===== config.mk =====
export PLATFORM = sky130hd
export DESIGN_NAME = critic_network_td_learner_top
export DESIGN_NICKNAME = d
export VERILOG_FILES = /design/src/sv/ctdl_pkg.sv /design/src/sv/critic_network_td_learner_top.sv
export SDC_FILE = /design/constraint.sdc
export NUM_CORES = 2
export LEC_CHECK = 0
export BUFFER_PORTS_ARGS = -buffer_cell sky130_fd_sc_hd__buf_2
export CAP_MARGIN = 30
export CELL_PAD_IN_SITES_DETAIL_PLACEMENT = 0
export CELL_PAD_IN_SITES_GLOBAL_PLACEMENT = 1
export CORE_ASPECT_RATIO = 0.75
export CORE_MARGIN = 2
export CORE_UTILIZATION = 40
export DETAILED_ROUTE_END_ITERATION = 12
export PLACE_DENSITY = 0.74
export SLEW_MARGIN = 10
export SYNTH_ARGS = -nofsm -noshare
export SYNTH_HDL_FRONTEND = slang
export SYNTH_SLANG_ARGS = --single-unit

===== constraint.sdc =====
create_clock -name clk_i -period 7.88 [get_ports clk_i]
set_input_delay 0.788 -clock clk_i [delete_from_list [all_inputs] [get_ports clk_i]]
set_output_delay 0.788 -clock clk_i [all_outputs]
set_load 0.05 [all_outputs]

===== src/sv/ctdl_pkg.sv =====
// ----------------------------------------------------------------------------
// ctdl_pkg: shared definitions for the critic network TD learner
// Holds the default sizes, the mode and register codes, the rounding and
// saturation helpers and the sigmoid table entry function.
// ----------------------------------------------------------------------------
package ctdl_pkg;

  // Default sizes of the network and of the activation table.
  localparam int unsigned CTDL_HIDDEN_UNITS = 4;
  localparam int unsigned CTDL_SIG_DEPTH    = 256;

  // Fixed field widths.
  localparam int unsigned VAL_W  = 16;
  localparam int unsigned WGT_W  = 24;
  localparam int unsigned PROD_W = 57;

  // Reset values of the configuration registers.
  localparam logic [15:0] LR_RESET   = 16'd26214;
  localparam logic [15:0] DISC_RESET = 16'd62259;

  // Operation codes carried in the mode field.
  typedef enum logic [1:0] {
    MODE_EVAL   = 2'd0,
    MODE_UPDATE = 2'd1,
    MODE_LOAD   = 2'd2,
    MODE_NOP    = 2'd3
  } ctdl_mode_e;

  // Configuration register indexes.
  localparam logic CFG_LEARNING_RATE = 1'b0;
  localparam logic CFG_DISCOUNT      = 1'b1;

  typedef logic signed [PROD_W-1:0] prod_t;

  // Round half up by n fraction bits.
  function automatic prod_t ctdl_rnd(input prod_t v, input int unsigned n);
    prod_t half;
    half = prod_t'(1) <<< (n - 1);
    return (v + half) >>> n;
  endfunction

  // Saturate to a 24-bit signed weight.
  function automatic logic signed [WGT_W-1:0] ctdl_sat_w(input prod_t v);
    if (v < -prod_t'(64'sd8388608)) begin
      return -24'sd8388608;
    end else if (v > prod_t'(64'sd8388607)) begin
      return 24'sd8388607;
    end
    return v[WGT_W-1:0];
  endfunction

  // Saturate to a 16-bit signed value.
  function automatic logic signed [VAL_W-1:0] ctdl_sat16(input prod_t v);
    if (v < -prod_t'(64'sd32768)) begin
      return -16'sd32768;
    end else if (v > prod_t'(64'sd32767)) begin
      return 16'sd32767;
    end
    return v[VAL_W-1:0];
  endfunction

  // Unsigned quotient by shift and subtract. Evaluated at elaboration only.
  function automatic logic [63:0] ctdl_udiv(input logic [63:0] num, input logic [63:0] den);
    logic [63:0] q;
    logic [64:0] r;
    q = '0;
    r = '0;
    for (int b = 63; b >= 0; b--) begin
      r = {r[63:0], num[b]};
      if (r >= {1'b0, den}) begin
        r    = r - {1'b0, den};
        q[b] = 1'b1;
      end
    end
    return q;
  endfunction

  // One entry of the bipolar sigmoid table, tanh(u/2) in Q10, from the
  // table position y in Q30. Evaluated at elaboration only.
  function automatic logic [15:0] ctdl_sig_entry(input logic [63:0] y);
    logic [63:0] one;
    logic [63:0] y2;
    logic [63:0] y3;
    logic [63:0] e;
    logic [63:0] num;
    logic [63:0] den;
    logic [63:0] quo;
    one = 64'd1 << 30;
    y2  = (y * y) >> 30;
    y3  = (y2 * y) >> 30;
    e   = one - y + (y2 >> 1) - ctdl_udiv(y3, 64'd6);
    for (int r = 0; r < 8; r++) begin
      e = (e * e + (64'd1 << 29)) >> 30;
    end
    if (e > one) begin
      e = one;
    end
    num = ((one - e) << 10) + ((one + e) >> 1);
    den = one + e;
    quo = ctdl_udiv(num, den);
    return quo[15:0];
  endfunction

endpackage


===== src/sv/critic_network_td_learner_top.sv =====
// ----------------------------------------------------------------------------
// critic_network_td_learner_top: online critic network with TD learning
// A 3-input, HIDDEN_UNITS-hidden, 1-output fixed-point network. The weights
// live in one synchronous memory; one shared multiplier works through them.
//
// Usage: each input word carries a mode. Evaluate stores the inputs and
// computes the cost, update forms the temporal error and trains every
// weight, load writes one weight. Every accepted word yields exactly one
// output word with the latest cost and the temporal error (zero unless the
// word was an update). Configuration writes (learning rate, discount) are
// taken at any time on their own channel and are always ready.
// The processing time is set by the single shared multiplier (registered)
// and the one read port of the weight memory. One word is processed at a
// time.
// Reset clears all weights (by per-entry valid bits, no clearing pass), the
// stored inputs, activations and cost, and loads the default learning rate
// and discount. The output sits in a register: while the receiver stalls the
// next word can still be accepted and processed; it waits in its last cycle
// until the output register is free.
// ----------------------------------------------------------------------------
module critic_network_td_learner_top #(
  parameter int unsigned HIDDEN_UNITS        = ctdl_pkg::CTDL_HIDDEN_UNITS,
  parameter int unsigned SIGMOID_TABLE_DEPTH = ctdl_pkg::CTDL_SIG_DEPTH
) (
  input  logic                clk_i,
  input  logic                rst_ni,
  // Input channel
  input  logic                in_valid_i,
  output logic                in_ready_o,
  input  logic [1:0]          mode_i,
  input  logic signed [15:0]  tracking_error_i,
  input  logic signed [15:0]  error_rate_i,
  input  logic signed [15:0]  steer_command_i,
  input  logic signed [15:0]  cost_now_i,
  input  logic signed [15:0]  reference_i,
  input  logic [3:0]          weight_index_i,
  input  logic signed [23:0]  weight_value_i,
  // Output channel
  output logic                out_valid_o,
  input  logic                out_ready_i,
  output logic [14:0]         cost_estimate_o,
  output logic signed [15:0]  temporal_error_o,
  // Configuration channel
  input  logic                cfg_valid_i,
  output logic                cfg_ready_o,
  input  logic                cfg_index_i,
  input  logic [15:0]         cfg_data_i
);
  import ctdl_pkg::*;

  localparam int unsigned H      = HIDDEN_UNITS;
  localparam int unsigned D      = SIGMOID_TABLE_DEPTH;
  localparam int unsigned NW     = 4 * H;
  localparam int unsigned AW     = $clog2(NW);
  localparam int unsigned JW     = (H > 1) ? $clog2(H) : 1;
  localparam int unsigned IW     = $clog2(D);
  localparam int unsigned ACC_W  = 48;

  typedef enum logic [4:0] {
    S_IDLE, S_EV_RD, S_EV_OP, S_EV_ACC, S_L2_RD, S_L2_OP, S_L2_ACC,
    S_UP_E, S_UP_V, S_UP_S, S_UP_J_RD, S_UP_J_OLD, S_UP_T, S_UP_U, S_UP_P,
    S_UP_K_RD, S_UP_K_WR, S_UP_W2, S_MUL, S_DONE
  } state_e;

  // Sigmoid table, built at elaboration.
  logic [15:0] sig_tbl [D];
  for (genvar i = 0; i < D; i++) begin : g_tbl
    localparam logic [63:0] Y   = (64'(i) << 25) / SIGMOID_TABLE_DEPTH;
    localparam logic [15:0] VAL = ctdl_sig_entry(Y);
    assign sig_tbl[i] = VAL;
  end

  state_e                    state_q, ret_q;
  logic [15:0]               lr_q, disc_q;
  logic signed [VAL_W-1:0]   x_q [3];
  logic signed [VAL_W-1:0]   h_q [H];
  logic [14:0]               last_cost_q;
  logic signed [VAL_W-1:0]   te_q, ref_q;
  logic [1:0]                k_q;
  logic [JW-1:0]             j_q;
  logic signed [ACC_W-1:0]   acc_q;
  logic signed [31:0]        mul_a_q;
  logic signed [24:0]        mul_b_q;
  prod_t                     prod_q;
  logic signed [17:0]        s_q;
  logic signed [24:0]        t_q;
  logic signed [31:0]        p_q;
  logic signed [WGT_W-1:0]   old_q;
  logic                      out_valid_q;
  logic [14:0]               cost_out_q;
  logic signed [VAL_W-1:0]   te_out_q;

  // Weight memory, valid bits and read data.
  logic [WGT_W-1:0]          wmem [NW];
  logic [NW-1:0]             wvalid_q;
  logic [WGT_W-1:0]          rdata_q;
  logic                      rvalid_q;
  logic                      rd_en, wr_en;
  logic [AW-1:0]             rd_addr, wr_addr, l1_addr, l2_addr;
  logic signed [WGT_W-1:0]   wr_data, rword;

  logic                      in_acc, last_j;
  logic signed [ACC_W-1:0]   acc_sum, hq, cq;
  logic [ACC_W-1:0]          hq_abs;
  logic [25:0]               tidx_wide;
  logic [IW-1:0]             tidx;
  logic signed [VAL_W-1:0]   act;
  logic [14:0]               cost_sat;
  prod_t                     rnd4, rnd10, rnd16, rnd_t;
  logic signed [VAL_W-1:0]   e_sat;

  assign in_ready_o  = (state_q == S_IDLE);
  assign cfg_ready_o = 1'b1;
  assign in_acc      = in_valid_i & in_ready_o;
  assign last_j      = (j_q == JW'(H - 1));
  assign rword       = rvalid_q ? $signed(rdata_q) : '0;

  assign l1_addr = AW'(AW'(k_q) * AW'(H) + AW'(j_q));
  assign l2_addr = AW'(3 * H) + AW'(j_q);

  // Memory access control.
  always_comb begin
    rd_en   = (state_q == S_EV_RD) || (state_q == S_L2_RD) ||
              (state_q == S_UP_J_RD) || (state_q == S_UP_K_RD);
    rd_addr = ((state_q == S_L2_RD) || (state_q == S_UP_J_RD)) ? l2_addr : l1_addr;
    wr_en   = 1'b0;
    wr_addr = l1_addr;
    wr_data = weight_value_i;
    if (in_acc && (mode_i == MODE_LOAD) && ({28'b0, weight_index_i} < 32'(NW))) begin
      wr_en   = 1'b1;
      wr_addr = AW'(weight_index_i);
    end else if (state_q == S_UP_K_WR) begin
      wr_en   = 1'b1;
      wr_data = ctdl_sat_w(PROD_W'(rword) - rnd10);
    end else if (state_q == S_UP_W2) begin
      wr_en   = 1'b1;
      wr_addr = l2_addr;
      wr_data = ctdl_sat_w(PROD_W'(old_q) - rnd4);
    end
  end

  // Weight storage: one write and one registered read per cycle.
  always_ff @(posedge clk_i) begin
    if (wr_en) begin
      wmem[wr_addr] <= wr_data;
    end
    if (rd_en) begin
      rdata_q <= wmem[rd_addr];
    end
  end

  always_ff @(posedge clk_i or negedge rst_ni) begin
    if (!rst_ni) begin
      wvalid_q <= '0;
      rvalid_q <= 1'b0;
    end else begin
      if (rd_en) begin
        rvalid_q <= wvalid_q[rd_addr];
      end
      if (wr_en) begin
        wvalid_q[wr_addr] <= 1'b1;
      end
    end
  end

  // Shared multiplier, registered.
  always_ff @(posedge clk_i) begin
    prod_q <= mul_a_q * mul_b_q;
  end

  // Rounded forms of the product and the temporal error.
  always_comb begin
    rnd4  = ctdl_rnd(prod_q, 4);
    rnd10 = ctdl_rnd(prod_q, 10);
    rnd16 = ctdl_rnd(prod_q, 16);
    rnd_t = ctdl_rnd(PROD_W'(64'sd1048576) - prod_q, 11);
    e_sat = ctdl_sat16(rnd16 - PROD_W'(ref_q));
  end

  // Activation through the sigmoid table and cost clamp.
  always_comb begin
    acc_sum   = acc_q + $signed(prod_q[ACC_W-1:0]);
    hq        = (acc_sum + 48'sd32768) >>> 16;
    hq_abs    = hq[ACC_W-1] ? 48'(-hq) : 48'(hq);
    tidx_wide = (26'(hq_abs[12:0]) * 26'(D)) >> 13;
    if ((hq_abs >= 48'd8192) || (tidx_wide > 26'(D - 1))) begin
      tidx = IW'(D - 1);
    end else begin
      tidx = tidx_wide[IW-1:0];
    end
    act = $signed(sig_tbl[tidx]);
    if (acc_sum < 0) begin
      act = -act;
    end
    if ((sig_tbl[tidx] == 16'd0) && (acc_sum != 0)) begin
      act = (acc_sum < 0) ? -16'sd1 : 16'sd1;
    end
    cq = hq;
    if (cq < 0) begin
      cost_sat = '0;
    end else if (cq > 48'sd32767) begin
      cost_sat = 15'h7FFF;
    end else begin
      cost_sat = cq[14:0];
    end
  end

  // Sequencer and datapath registers.
  always_ff @(posedge clk_i or negedge rst_ni) begin
    if (!rst_ni) begin
      state_q     <= S_IDLE;
      ret_q       <= S_IDLE;
      lr_q        <= LR_RESET;
      disc_q      <= DISC_RESET;
      x_q         <= '{default: '0};
      h_q         <= '{default: '0};
      last_cost_q <= '0;
      te_q        <= '0;
      ref_q       <= '0;
      k_q         <= '0;
      j_q         <= '0;
      acc_q       <= '0;
      mul_a_q     <= '0;
      mul_b_q     <= '0;
      s_q         <= '0;
      t_q         <= '0;
      p_q         <= '0;
      old_q       <= '0;
      out_valid_q <= 1'b0;
      cost_out_q  <= '0;
      te_out_q    <= '0;
    end else begin
      // Configuration writes.
      if (cfg_valid_i && cfg_ready_o) begin
        unique case (cfg_index_i)
          CFG_LEARNING_RATE: lr_q   <= cfg_data_i;
          CFG_DISCOUNT:      disc_q <= cfg_data_i;
          default:           lr_q   <= lr_q;
        endcase
      end

      // The final state handles the output register on its own.
      if (out_valid_q && out_ready_i && (state_q != S_DONE)) begin
        out_valid_q <= 1'b0;
      end

      unique case (state_q)
        S_IDLE: begin
          if (in_acc) begin
            te_q <= '0;
            k_q  <= '0;
            j_q  <= '0;
            unique case (ctdl_mode_e'(mode_i))
              MODE_EVAL: begin
                x_q[0]  <= tracking_error_i;
                x_q[1]  <= error_rate_i;
                x_q[2]  <= steer_command_i;
                acc_q   <= '0;
                state_q <= S_EV_RD;
              end
              MODE_UPDATE: begin
                ref_q   <= reference_i;
                mul_a_q <= {16'b0, disc_q};
                mul_b_q <= 25'(cost_now_i);
                ret_q   <= S_UP_E;
                state_q <= S_MUL;
              end
              default: state_q <= S_DONE;
            endcase
          end
        end
        S_MUL: state_q <= ret_q;
        // First layer: sum of input times weight per hidden unit.
        S_EV_RD: state_q <= S_EV_OP;
        S_EV_OP: begin
          mul_a_q <= 32'(x_q[k_q]);
          mul_b_q <= 25'(rword);
          ret_q   <= S_EV_ACC;
          state_q <= S_MUL;
        end
        S_EV_ACC: begin
          if (k_q == 2'd2) begin
            h_q[j_q] <= act;
            acc_q    <= '0;
            k_q      <= '0;
            if (last_j) begin
              j_q     <= '0;
              state_q <= S_L2_RD;
            end else begin
              j_q     <= j_q + 1'b1;
              state_q <= S_EV_RD;
            end
          end else begin
            acc_q   <= acc_sum;
            k_q     <= k_q + 1'b1;
            state_q <= S_EV_RD;
          end
        end
        // Second layer: cost from the activations.
        S_L2_RD: state_q <= S_L2_OP;
        S_L2_OP: begin
          mul_a_q <= 32'(h_q[j_q]);
          mul_b_q <= 25'(rword);
          ret_q   <= S_L2_ACC;
          state_q <= S_MUL;
        end
        S_L2_ACC: begin
          if (last_j) begin
            last_cost_q <= cost_sat;
            state_q     <= S_DONE;
          end else begin
            acc_q   <= acc_sum;
            j_q     <= j_q + 1'b1;
            state_q <= S_L2_RD;
          end
        end
        // Update: temporal error and common step.
        S_UP_E: begin
          te_q    <= e_sat;
          mul_a_q <= {16'b0, disc_q};
          mul_b_q <= 25'(e_sat);
          ret_q   <= S_UP_V;
          state_q <= S_MUL;
        end
        S_UP_V: begin
          mul_a_q <= rnd16[31:0];
          mul_b_q <= {9'b0, lr_q};
          ret_q   <= S_UP_S;
          state_q <= S_MUL;
        end
        S_UP_S: begin
          s_q     <= rnd16[17:0];
          state_q <= S_UP_J_RD;
        end
        // Per hidden unit: backpropagated factor.
        S_UP_J_RD: state_q <= S_UP_J_OLD;
        S_UP_J_OLD: begin
          old_q   <= rword;
          mul_a_q <= 32'(h_q[j_q]);
          mul_b_q <= 25'(h_q[j_q]);
          ret_q   <= S_UP_T;
          state_q <= S_MUL;
        end
        S_UP_T: begin
          t_q     <= rnd_t[24:0];
          mul_a_q <= 32'(s_q);
          mul_b_q <= 25'(old_q);
          ret_q   <= S_UP_U;
          state_q <= S_MUL;
        end
        S_UP_U: begin
          mul_a_q <= rnd10[31:0];
          mul_b_q <= t_q;
          ret_q   <= S_UP_P;
          state_q <= S_MUL;
        end
        S_UP_P: begin
          p_q     <= rnd10[31:0];
          k_q     <= '0;
          state_q <= S_UP_K_RD;
        end
        // First-layer weights of this unit, one per input.
        S_UP_K_RD: begin
          mul_a_q <= p_q;
          mul_b_q <= 25'(x_q[k_q]);
          ret_q   <= S_UP_K_WR;
          state_q <= S_MUL;
        end
        S_UP_K_WR: begin
          if (k_q == 2'd2) begin
            mul_a_q <= 32'(s_q);
            mul_b_q <= 25'(h_q[j_q]);
            ret_q   <= S_UP_W2;
            state_q <= S_MUL;
          end else begin
            k_q     <= k_q + 1'b1;
            state_q <= S_UP_K_RD;
          end
        end
        S_UP_W2: begin
          if (last_j) begin
            j_q     <= '0;
            state_q <= S_DONE;
          end else begin
            j_q     <= j_q + 1'b1;
            state_q <= S_UP_J_RD;
          end
        end
        // Hand the word to the output register once it is free.
        S_DONE: begin
          if (!out_valid_q || out_ready_i) begin
            out_valid_q <= 1'b1;
            cost_out_q  <= last_cost_q;
            te_out_q    <= te_q;
            state_q     <= S_IDLE;
          end
        end
        default: state_q <= S_IDLE;
      endcase
    end
  end

  assign out_valid_o      = out_valid_q;
  assign cost_estimate_o  = cost_out_q;
  assign temporal_error_o = te_out_q;

  // A weight is never written and read at the same address in one cycle.
  assert property (@(posedge clk_i) disable iff (!rst_ni)
    !(wr_en && rd_en && (wr_addr == rd_addr)))
    else $error("weight memory read and write collide");

  // New output words only come from the final state.
  assert property (@(posedge clk_i) disable iff (!rst_ni)
    $rose(out_valid_q) |-> $past(state_q == S_DONE))
    else $error("output word raised outside the final state");

  // The input counter never reaches a fourth input.
  assert property (@(posedge clk_i) disable iff (!rst_ni) k_q != 2'd3)
    else $error("input counter out of range");

  // The unit counter stays within the hidden layer.
  assert property (@(posedge clk_i) disable iff (!rst_ni) j_q <= JW'(H - 1))
    else $error("unit counter out of range");

endmodule


# Word level (Yosys, flattened, before mapping)
# Memories as Yosys holds them, arrays and structs flattened. A register that Yosys moved wholly into a read port is not among the register bits.
# Index checks and enable logic that the tools add are counted.
[totals]
ff_bits = 515
ramBits = 384
rom_bits = 4096
inputBits = 132
output_inout_bits = 34
n_memories = 2
[classes]
addsub = 16
mul = 1
order_cmp = 18
n_eq_ne = 32
n_mux = 94
n_bitwise = 6
reduce_logical = 42
[memory_table]
columns = ["memory", "words", "width", "rd", "rd_ports_with_merged_regs", "write_ports", "line_no", "text"]
rows = [
  ["(name not given)", 256, 16, 1, 0, 0, "critic_network_td_learner_top.sv:195", "if ((sig_tbl[tidx] == 16'd0) && (acc_sum != 0)) begin"],
  ["wmem", 16, 24, 1, 1, 1, "critic_network_td_learner_top.sv:94", "logic [WGT_W-1:0] wmem [NW];"],
]
[ops]
columns = ["operator", "n"]
rows = [
  ["$pmux 32 s9", 1],
  ["$mux 24", 10],
  ["$mux 48", 5],
  ["$pmux 25 s9", 1],
  ["$mux 16", 14],
  ["$pmux 48 s3", 1],
  ["$mux 32", 3],
  ["$mux 25", 3],
  ["$pmux 5 s13", 1],
  ["$bmux 16 s2", 2],
  ["$bwmux 64", 1],
  ["$add 57x11->57 const B", 1],
  ["$add 57x17->57 const B", 1],
  ["$add 57x5->57 const B", 1],
  ["$mul 32x25->57", 1],
  ["$gt 54x24->1 const B", 1],
  ["$lt 54x24->1 const B", 1],
  ["$sub 24x53->54", 1],
  ["$pmux 5 s10", 1],
  ["$add 48x17->48 const B", 1],
  ["$add 48x48->48", 1],
  ["$ge 48x14->1 const B", 1],
  ["$gt 48x24->1 const B", 1],
  ["$lt 48x1->1 const B", 1],
  ["65 further kinds", 154],
]

# Longest topological paths before layout
[depth]
word_depth = 15
ltp_mapped = 44

# Worst setup path before layout
# Ideal clock, no wire load.
[synth_path]
path_type = "register to register"
start = "register acc_q[0]"
end = "register h_q[17] (netlist bit)"
setup_ps = 120
arrival_ps = 8470
required_ps = 7760
path_slack_ps = -709
path_stages_with_launch = 42
path_buffers = 4
path_cell_list = "dfrtp_1 > ha_1 > inv_1 > fa_1 > nand2b_1 > a21oi_2 > o211ai_1 > nand3b_1 > xnor2_1 > inv_1 > ha_1 > inv_1 > a2111oi_0 > o31a_1 > nand3_1 > or4_1 > buf_6 > nor4_4 > [... 6 more ...] > buf_2 > nand3_1 > inv_1 > ha_1 > clkbuf_1 > nand2_1 > a311oi_1 > o311ai_0 > a31oi_1 > o211ai_1 > or2_1 > buf_2 > inv_1 > ha_1 > nand4_1 > nor4_4 > o21ai_1 > a31o_1"
[synth_between]
elab_chain_len = 15
[synth_rtl]
columns = ["element", "line_no", "text"]
rows = [
  ["from (decl)", "critic_network_td_learner_top.sv:81", "logic signed [ACC_W-1:0] acc_q;"],
  ["from (signal assigned)", "critic_network_td_learner_top.sv:294", "acc_q <= acc_sum;"],
  ["from (signal assigned)", "critic_network_td_learner_top.sv:312", "acc_q <= acc_sum;"],
  ["$add 48x48->48 *", "critic_network_td_learner_top.sv:182", "acc_sum = acc_q + $signed(prod_q[ACC_W-1:0]);"],
  ["$add 48x17->48", "critic_network_td_learner_top.sv:183", "hq = (acc_sum + 48'sd32768) >>> 16;"],
  ["$neg 32->48", "critic_network_td_learner_top.sv:184", "hq_abs = hq[ACC_W-1] ? 48'(-hq) : 48'(hq);"],
  ["$mux 48", "critic_network_td_learner_top.sv:184", ""],
  ["$ge 48x14->1 or $gt 8x8->1 (tied branches)", "critic_network_td_learner_top.sv:186", "if ((hq_abs >= 48'd8192) || (tidx_wide > 26'(D - 1))) begin"],
  ["$logic_or 1x1->1", "critic_network_td_learner_top.sv:186", ""],
  ["$mux 8", "critic_network_td_learner_top.sv:186", ""],
  ["$not 8->9 (implied by the code)", "critic_network_td_learner_top.sv:191, critic_network_td_learner_top.sv:195", ""],
  ["$mem_v2 256x16", "-", ""],
  ["$mux 16 (implied by the code) (2 in series)", "critic_network_td_learner_top.sv:195", ""],
  ["$neg 16->16 or $logic_not 16->1 (tied branches)", "critic_network_td_learner_top.sv:193, critic_network_td_learner_top.sv:195", ""],
  ["$mux 16 or $logic_and 1x1->1 (tied branches)", "critic_network_td_learner_top.sv:192, critic_network_td_learner_top.sv:195", ""],
  ["$mux 16 *", "critic_network_td_learner_top.sv:195", ""],
  ["$bwmux 64 *", "critic_network_td_learner_top.sv:283", "h_q[j_q] <= act;"],
  ["to (signal, indexed assignment)", "critic_network_td_learner_top.sv:283", ""],
  ["to (decl)", "critic_network_td_learner_top.sv:76", "logic signed [VAL_W-1:0] h_q [H];"],
]
# Mark *: on every way between the ends. The rest lies on a longest branch, timed or not. The select of a mux whose other input is x is not followed.
# A chain may end at the register's enable or synchronous reset.

# Worst setup path after layout
[layout_path]
start = "register acc_q[0]"
end = "register h_q[40] (netlist bit)"
# Same word-level chain as after synthesis.

==> results by group <==
Yosys
  • Share of flip-flops with an asynchronous set or reset: 49.6%
  • Count of warnings emitted by yosys: 0
  • Area share of the leading cell type in the synthesized netlist: 20.0%
  • Most used DFF post-synth: sky130_fd_sc_hd__dfrtp_1
  • Largest area contributor in the synthesized netlist: sky130_fd_sc_hd__fa_1
  • Register area share after synthesis: 30.2%
  • Post-Syn Area: 0.0823 mm^2
  • Number of nets produced by synthesis: 9,533
  • Count of cell types in the netlist: 128
  • Number of instances in the synthesized netlist: 8,207
  • Post-Synthesis Mean Instance Area: 10.0 um^2
  • Number of flops mapped to enable cells by yosys: 408
  • Synth Register Bits: 923
  • Main area contributors after synthesis: sky130_fd_sc_hd__fa_1 (20%), sky130_fd_sc_hd__edfxtp_1 (15%), sky130_fd_sc_hd__dfrtp_1 (13%)

GRT
  • GRT Residual Overflow: 0
  • Pin count of the biggest net entering global routing: 135
  • Number of antenna violations at the first check in global routing: 38
  • Global router's overall resource usage: 29.0%
  • Wire length of the first global-routing pass: 455 mm
  • Vias in the first global route: 69.1k

Timing
  • Number of pins with negative max-slew slack in the final report: 0
  • Total of endpoints with negative setup slack in the final report: 57
  • Sum Neg Setup Slack: -36,250 ps
  • Fmax: 0.116 GHz
  • Transition at the pin with the smallest max-transition slack: 1070 ps
  • Slew margin rel.: 28.1%
  • Setup Skew: 108 ps
  • Setup repair after global routing missed its margin: yes
  • Post-layout worst setup margin: -745 ps
  • Share of the clock period used by the worst path: 109%
  • Number of hold violations in the final report: 0
  • Time the final worst path needs with I/O delays and setup: 8620 ps

Clock tree
  • Total clock sinks: 923
  • Clk pin slew, worst setup/hold paths: 70 ps
  • Clock tree root buffer cell: sky130_fd_sc_hd__clkbuf_16
  • Clock latency on the worst-skew pair: 780 ps
  • Bufs on Longest Clock Path: 3
  • Count of H-tree levels built during CTS: 3
  • TritonCTS clock tree: yes
  • Clock buffers created by TritonCTS: 98

Worst setup path
  • Critical-path cell with the highest stage delay: sky130_fd_sc_hd__dfrtp_1
  • Type of the setup path with the least slack: register to register
  • CP max FO: 8
  • Delay of the slowest cell on the worst path: 410 ps
  • Required time of the worst setup path: 8550 ps
  • Critical path's most frequent cell: sky130_fd_sc_hd__buf_4
  • Crit path arrival time: 9290 ps
  • Capturing element type of the critical path: register
  • Element type at the critical path start: register

Cells and area
  • Area overhead of the layout relative to synthesis: 24.3%
  • Post-route standard cell area excluding fillers: 0.102 mm^2
  • Commonest non-fill, non-tap cell in the layout: sky130_fd_sc_hd__buf_4
  • Final core utilization: 49.9%
  • Net count reported at finish: 10.7k
  • Most frequent cells in the layout: sky130_fd_sc_hd__buf_4 (1,205), sky130_fd_sc_hd__nand2_1 (997), sky130_fd_sc_hd__inv_1 (842)
  • Fraction of final layout cells with drive strength greater than 1: 26.4%

Placement
  • IO buf count: 164
  • Last weighted congestion value of the routability-driven placer: 0.998
  • Post-Place Cell Area: 0.0953 mm^2
  • Placed wire-length estimate: 243 mm

Route
  • Number of antenna-violating nets in the routed design: 0
  • Drt drc: 0
  • Post-DR wirelength/cell: 25.2 um
  • Violation count after the first detailed-routing iteration: 6,831
  • Detail-routed via count per cell: 5.67
  • Number of vias in the routed layout: 69.2k
  • Number of iterations in the first detailed-routing pass: 7
  • DRT Wirelength: 307 mm

Floorplanning
  • Chip width: 528 um
  • Die area: 0.209 mm^2
  • Total number of placement rows: 144
  • Top Ports: 166
  • Area of the core region: 0.205 mm^2
  • DIE HEIGHT: 397 um
  • Initial cell density of the core: 40.1%

Run status
  • Status: finished, violations left
  • Failing checks: negative setup slack

Flow run
  • Max-cap violation count: 0

Hold path
  • Classification of the worst-slack hold path: input pin to register
## cell type report
cell class                 count  area [um^2]
antenna                       14         35.0
clock buffer                 119         2620
clock inverter                66          892
fill                       18800       103000
inverter                     869         3270
multi-input combinational   5973        54600
sequential                   923        24900
tap                         2701         3380
timing repair buffer        1530        12500
## synthesized netlist by cell type (77+ instances only)
library cell,instances
sky130_fd_sc_hd__edfxtp_1,408
sky130_fd_sc_hd__fa_1,823
sky130_fd_sc_hd__and2_1,340
sky130_fd_sc_hd__xnor2_1,254
sky130_fd_sc_hd__nor2_1,440
sky130_fd_sc_hd__nand2_1,1012
sky130_fd_sc_hd__ha_1,371
sky130_fd_sc_hd__clkbuf_1,379
sky130_fd_sc_hd__dfrtp_1,440
sky130_fd_sc_hd__xor2_1,156
sky130_fd_sc_hd__a21o_1,95
sky130_fd_sc_hd__nand4_1,77
sky130_fd_sc_hd__and3_1,82
sky130_fd_sc_hd__nor3_1,129
sky130_fd_sc_hd__mux4_2,141
sky130_fd_sc_hd__mux2_2,171
sky130_fd_sc_hd__a21oi_1,317
sky130_fd_sc_hd__inv_1,866
sky130_fd_sc_hd__o21ai_0,312
sky130_fd_sc_hd__nand3_1,154
## critical path, delay by kind of cell, from the launching register on
kind                       cells  cell delay [ps]
xor gates and xnor gates       1              200
DFF                            1              410
buffers and inverters          9             1260
adders and majority gates      5             1070
muxes                          2              370
and+or+nand+nor               14             2630
AOI/OAI and AO/OA             12             2620
## metrics by stage
step	hold slack [ps]	instances	worst slack, ps
detailed placement	450	11900	-1320
global placement	447	11800	-1220
floorplan	434	8207	-80.2
CTS	188	12100	-729
global route	205	12200	-1080
finish	236	12200	-745
## what timing repair did
action	CTS	global route
pin swaps	140	165
setup buffers	61	81
setup endpoints to repair	433	439
hold buffers	1	0
gates cloned	1	2
endpoints found under the hold margin	21	0
gates resized for setup	201	297
## kinds of logic after synthesis
logic type,after synthesis,synth area share (%)
DFF,923,30.2
buffers and inverters,1311,6.10
other,1,0.00456
adders and majority gates,1194,25.7
muxes,348,6.63
AOI/OAI and AO/OA,1437,11.8
xor gates and xnor gates,413,4.42
and+or+nand+nor,2580,15.2
## sequential cells by signal, indices dropped and copies added (netlist names), 5 cells and up
name / cells
old_q: 24
wvalid_q: 16
state_q: 5
mul_a_q: 32
wmem: 384
h_q: 64
ref_q: 16
temporal_error_o: 16
t_q: 25
lr_q: 16
ret_q: 5
x_q: 48
cost_estimate_o: 15
te_q: 16
last_cost_q: 15
mul_b_q: 25
p_q: 32
rdata_q: 24
acc_q: 48
s_q: 18
prod_q: 57
disc_q: 16
## per-layer routing
| layer | wire (um) | vias up | part of all wire (%) | GRT usage, % |
|---|---|---|---|---|
| met5 | 102 | - | 0.033 | 0 |
| met4 | 9760 | 14 | 3.2 | 8.04 |
| met3 | 32800 | 443 | 11 | 8.40 |
| met2 | 128000 | 2981 | 42 | 41.3 |
| met1 | 136000 | 35300 | 44 | 42.7 |
| li1 | - | 30400 | - | - |
## path summary, 6_finish.rpt
kind | slack, ps | end | startpoint | cells past startpoint
max in group asynchronous | 5330 | acc_q[19] | rst_ni | 4
hold reg to reg | 470 | wvalid_q[6] | wvalid_q[6] | 1
setup / recovery | -740 | h_q[40] | acc_q[0] | 43
setup reg to reg | -740 | h_q[40] | acc_q[0] | 43
min in group asynchronous | 540 | te_q[4] | rst_ni | 2
hold / removal | 240 | x_q[27] | error_rate_i[11] | 2
Power is not shown: default switching activity piles up to over one toggle a cycle in this logic, so the estimate is an artifact.
